--- src/rtl/icc_pkg.sv ---
package icc_pkg;

  localparam int unsigned MAX_WIDTH_DEF      = 1024;
  localparam int unsigned COEF_FRAC_BITS_DEF = 12;
  localparam int unsigned KERNEL_SIZE        = 3;
  localparam int unsigned TAPS               = KERNEL_SIZE * KERNEL_SIZE;
  localparam int unsigned PIX_W              = 8;
  localparam int unsigned CHANNELS           = 3;
  localparam int unsigned PX_W               = PIX_W * CHANNELS;
  localparam int unsigned COEF_W             = 16;
  localparam int unsigned DIM_W              = 11;
  localparam int unsigned DIV_W              = 16;
  localparam int unsigned KROW_W             = COEF_W * KERNEL_SIZE;
  localparam int unsigned CFG_IDX_W          = 3;
  localparam int unsigned CFG_DATA_W         = 48;

  localparam logic [DIM_W-1:0]  LINE_WIDTH_RST   = 11'd640;
  localparam logic [DIM_W-1:0]  FRAME_HEIGHT_RST = 11'd480;
  localparam logic [DIV_W-1:0]  DIVISOR_RST      = 16'd1;
  localparam logic [KROW_W-1:0] KROW_TOP_RST     = 48'd0;
  localparam logic [KROW_W-1:0] KROW_MID_RST     = 48'd4096;
  localparam logic [KROW_W-1:0] KROW_BOT_RST     = 48'd0;

  typedef enum logic [CFG_IDX_W-1:0] {
    REG_LINE_WIDTH    = 3'd0,
    REG_FRAME_HEIGHT  = 3'd1,
    REG_COLOR_MODE    = 3'd2,
    REG_DIVISOR       = 3'd3,
    REG_KERNEL_TOP    = 3'd4,
    REG_KERNEL_MIDDLE = 3'd5,
    REG_KERNEL_BOTTOM = 3'd6
  } cfg_reg_e;

  typedef logic [PIX_W-1:0]         pix_t;
  typedef logic signed [COEF_W-1:0] coef_t;

  typedef struct packed {
    logic done;
    pix_t res;
  } lane_out_t;

endpackage

--- src/rtl/icc_lane.sv ---
module icc_lane #(
  parameter int unsigned COEF_FRAC_BITS = icc_pkg::COEF_FRAC_BITS_DEF
) (
  input  logic                                   clk_i,
  input  logic                                   rst_ni,
  input  logic                                   start_i,
  input  icc_pkg::pix_t  [icc_pkg::TAPS-1:0]     px_i,
  input  icc_pkg::coef_t [icc_pkg::TAPS-1:0]     coef_i,
  input  logic [icc_pkg::DIV_W-1:0]              divisor_i,
  output icc_pkg::lane_out_t                     result_o
);

  localparam int unsigned PROD_W = icc_pkg::PIX_W + 1 + icc_pkg::COEF_W;
  localparam int unsigned SUM_W  = PROD_W + $clog2(icc_pkg::TAPS);
  localparam int unsigned DEN_W  = icc_pkg::DIV_W + COEF_FRAC_BITS;
  localparam int unsigned QB     = icc_pkg::PIX_W + 1;
  localparam int unsigned CMP_W  = ((SUM_W > DEN_W + QB - 1) ? SUM_W : DEN_W + QB - 1) + 1;
  localparam int unsigned LAST   = QB + 1;
  localparam int unsigned STEP_W = $clog2(LAST + 1);

  logic signed [PROD_W-1:0] prod_q [icc_pkg::TAPS];
  logic signed [SUM_W-1:0]  sum_q, sum_d;
  logic [SUM_W-1:0]         rem_q;
  logic [QB-1:0]            quo_q;
  logic [DEN_W-1:0]         den_q;
  logic [STEP_W-1:0]        step_q;
  logic                     busy_q, done_q;
  logic [CMP_W-1:0]         den_sh, rem_ext;
  logic [STEP_W-1:0]        shift;
  logic [SUM_W-1:0]         mag;

  always_comb begin
    sum_d = '0;
    for (int t = 0; t < icc_pkg::TAPS; t++) begin
      sum_d = sum_d + SUM_W'(prod_q[t]);
    end
  end

  assign mag     = sum_q[SUM_W-1] ? SUM_W'(-sum_q) : SUM_W'(sum_q);
  assign shift   = STEP_W'(LAST) - step_q;
  assign den_sh  = CMP_W'(den_q) << shift;
  assign rem_ext = CMP_W'(rem_q);

  always_ff @(posedge clk_i) begin
    if (start_i) begin
      for (int t = 0; t < icc_pkg::TAPS; t++) begin
        prod_q[t] <= PROD_W'($signed({1'b0, px_i[t]})) * PROD_W'(coef_i[t]);
      end
      den_q <= {((divisor_i == '0) ? icc_pkg::DIV_W'(1) : divisor_i),
                COEF_FRAC_BITS'(0)};
    end
    if (busy_q) begin
      if (step_q == '0) begin
        sum_q <= sum_d;
      end else if (step_q == STEP_W'(1)) begin
        rem_q <= mag;
        quo_q <= '0;
      end else if (rem_ext >= den_sh) begin
        rem_q        <= SUM_W'(rem_ext - den_sh);
        quo_q[shift] <= 1'b1;
      end
    end
  end

  always_ff @(posedge clk_i or negedge rst_ni) begin
    if (!rst_ni) begin
      busy_q <= 1'b0;
      step_q <= '0;
      done_q <= 1'b0;
    end else begin
      done_q <= busy_q && (step_q == STEP_W'(LAST));
      if (start_i) begin
        busy_q <= 1'b1;
        step_q <= '0;
      end else if (busy_q) begin
        if (step_q == STEP_W'(LAST)) begin
          busy_q <= 1'b0;
        end
        step_q <= step_q + STEP_W'(1);
      end
    end
  end

  assign result_o.done = done_q;
  assign result_o.res  = quo_q[QB-1] ? '1 : quo_q[QB-2:0];

endmodule

--- config.mk ---
export PLATFORM = sky130hd
export DESIGN_NAME = icc_lane
export DESIGN_NICKNAME = d
export VERILOG_FILES = /design/src/rtl/icc_pkg.sv /design/src/rtl/icc_lane.sv
export SDC_FILE = /design/constraint.sdc
export NUM_CORES = 2
export LEC_CHECK = 0
export BUFFER_PORTS_ARGS = -buffer_cell sky130_fd_sc_hd__buf_2
export CAP_MARGIN = 20
export CELL_PAD_IN_SITES_DETAIL_PLACEMENT = 1
export CELL_PAD_IN_SITES_GLOBAL_PLACEMENT = 1
export CORE_MARGIN = 5
export CORE_UTILIZATION = 40
export CTS_CLUSTER_DIAMETER = 30
export DETAILED_ROUTE_END_ITERATION = 8
export PLACE_DENSITY_LB_ADDON = 0.15
export RECOVER_POWER = 100
export SYNTH_ARGS = -nofsm -noshare
export SYNTH_HDL_FRONTEND = slang
export SYNTH_SLANG_ARGS = --single-unit
export TNS_END_PERCENT = 30
--- constraint.sdc ---
create_clock -name clk_i -period 7.5 [get_ports clk_i]
set_clock_uncertainty 0.2 [all_clocks]
set_input_delay 0.75 -clock clk_i [delete_from_list [all_inputs] [get_ports clk_i]]
set_output_delay 0.75 -clock clk_i [all_outputs]
set_load 0.02 [all_outputs]
==> flow_summary.ini <==
[detailed_routing]
wl_per_cell_um = 18.4
wl_met3_um = 3320
top_layer_used = met5
post-route-drc-count = 0
wl_met1_um = 66000
antenna_left = 0
dr_wl_met2_um = 81100
via_per_inst = 4.86
vias = 40600
drt_iter0_markers = 1549
firstDrtPassIters = 5
wirelength_um = 153000

[timing]
setup_viol = 0
slew_viol_final = 129
tightest_slew_ns = 5.58
fin_crit_ns = 6.31
setup_tns_ns = 0
final.setup.worst_slack_ns = 1.19
timing.fmax_mhz = 159
slew_headroom_pct = -272
fin_crit_sh_pct = 84.1
rsz0062_at_grt = false
hold_violations = 0

[run_status]
violations = max-capacitance violations, max-slew violations
status = finished with violations

[setup_path]
path_common_cell = fa_1
critPathMaxStageDelay_ns = 0.68
crit_fanout = 16
worstPathRequired_ns = 7.60
slowest_stage = a2111oi_0
critPathKind = in2reg
reg2reg_slack_ns = 1.34
cp-end-kind = register
critPathLaunchType = input port
path_cells = clkbuf_1, nand2_1, fa_1, inv_1, fa_1, inv_1, fa_1, fa_1, inv_1, ha_1, o21a_1, o21ai_0, a21oi_1, a221oi_1, o21ai_1, o41ai_2, mux2i_1, a2111oi_0
critical_path_arrival_ns = 6.41

[floorplan]
initial_core_util_pct = 40.1
die_y_um = 391
num_rows = 140
pin_count = 244
die_w_um = 391
die_area_um2 = 153000
core_area_um2 = 145000

[finish]
nNetsFinal = 8201
n_fill_cell = 16700
final_common_cell = inv_1
syn2layout_area_growth_pct = 9.69
final_cell_mix = inv_1 (1689), fa_1 (1096), nand2_1 (641)
final_cells = 8353
drive_above_1_share_pct = 5.79
utilization_pct = 44.0

[logic_synthesis]
synthArstFlopShare_pct = 1.99
synthCells = 6157
ys_seq_area_share_pct = 15.5
synth.cell_area_um2 = 58200
synthTopCellsByArea = fa_1 (38%), edfxtp_1 (15%), inv_1 (11%)
synth.distinct_cells = 77
ys_ff_latch = 302
synth.largest_area_cell = fa_1
synth_ff_type = edfxtp_1
syn_area_per_cell_um2 = 9.45
ys_warn_count = 0
syn_nets = 7990
synth-edff-count = 296
yosysTopAreaCellShare_pct = 37.7

[place]
dpl.cell_count = 8209
hpwlAfterDp_um = 132000
portBuffers = 243
dp_slack_ns = 0.907
place.gp.congestion = 0.839

[cts]
cts_buffers = 73
clock_path_buffers = 3
clock_sinks = 302
clk_pin_slew_ns = 0.05
cts_tree = built
postCtsSetupRepairBufs = 0
htree_levels = 3
cts_resized = 0
clock_latency_ns = 0.61
clock_tree.root_cell = clkbuf_16

[global_route]
grt_max_degree = 150
grt-ovfl-total = 0
antenna_found_initial = 15
grt_pass1_vias = 46100
grt_pass1_wl_um = 250000
grt.total_usage_pct = 20.7

[min_path]
hold_path_class = in2reg

[job]
maxCapViolCount = 2
critical path, delay by kind of cell:
kind | cells | cell delay, ns
compound gates | 7 | 2.19
fa+ha+maj | 5 | 2.38
buf+inv | 4 | 0.79
mux | 1 | 0.12
simple gates | 1 | 0.18
routing by layer:
| metal | GRT usage, % | vias up |
|---|---|---|
| li1 | - | 18900 |
| met1 | 26.3 | 21100 |
| met2 | 38.7 | 419 |
| met3 | 1.69 | 142 |
| met4 | 3.85 | 2 |
| met5 | 0 | - |
kinds of logic after synthesis:
logic type / after synthesis / synth area share (%)
AOI/OAI and AO/OA: 539 / 5.93
buffers and inverters: 1806 / 11.7
muxes: 21 / 0.394
DFF: 302 / 15.5
adders and majority gates: 1598 / 48.5
xor gates and xnor gates: 254 / 3.82
and+or+nand+nor: 1637 / 14.1
sequential cells by signal, indices dropped and copies added, names as in the netlist:
name	flops
rem_q	17
done_q	1
prod_q	225
quo_q	9
den_q	16
step_q	4
busy_q	1
sum_q	29
cell type report:
class                           count  area, um^2  area share (%)
Multi-Input combinational cell   4049       42300            66.3
Clock inverter                     56         551           0.863
Tap cell                         1917        2400            3.76
Sequential cell                   302        9040            14.2
Timing Repair Buffer              252        1260            1.98
Antenna cell                        8        20.0          0.0314
Inverter                         1690        6340            9.94
Clock buffer                       79        1870            2.93
final timing paths:
check / startpoint / to / depth (start not counted)
setup / recovery: px_i[56] / prod_q[0][199] / 18
hold / removal: divisor_i[5] / den_q[17] / 1
setup reg to reg: step_q[0] / rem_q[15] / 18
hold reg to reg: quo_q[4] / quo_q[4] / 2
max in group asynchronous: rst_ni / step_q[2] / 2
min in group asynchronous: rst_ni / done_q / 2
timing repair:
| action | 4_1_cts | 5_1_grt |
|---|---|---|
| hold endpoints to repair | 6 | 0 |
| setup endpoints to repair | 0 | 0 |
| hold buffers | 1 | 0 |
synthesized netlist by cell type (all sizes together) (33+ instances only):
library cell  instances
a21o                 63
a21oi               173
and2                622
clkbuf              110
edfxtp              296
fa                 1096
ha                  502
inv                1689
nand2               642
nand3                33
nor2                145
nor3                 48
o21a                 33
o21ai               118
xnor2               199
xor2                 55
per-stage QoR:
| step | instance area [um^2] | hold slack, ns |
|---|---|---|
| 2_1_floorplan | 58200 | 0.254 |
| 3_3_place_gp | 61400 | 0.348 |
| 3_5_place_dp | 61400 | 0.367 |
| 4_1_cts | 63900 | 0.0918 |
| 5_1_grt | 63800 | 0.105 |
| 6_report | 63800 | 0.139 |
Power is left out: the tool's default activity adds up to more than one toggle a clock period on the data nets, which glitch-free logic cannot reach.
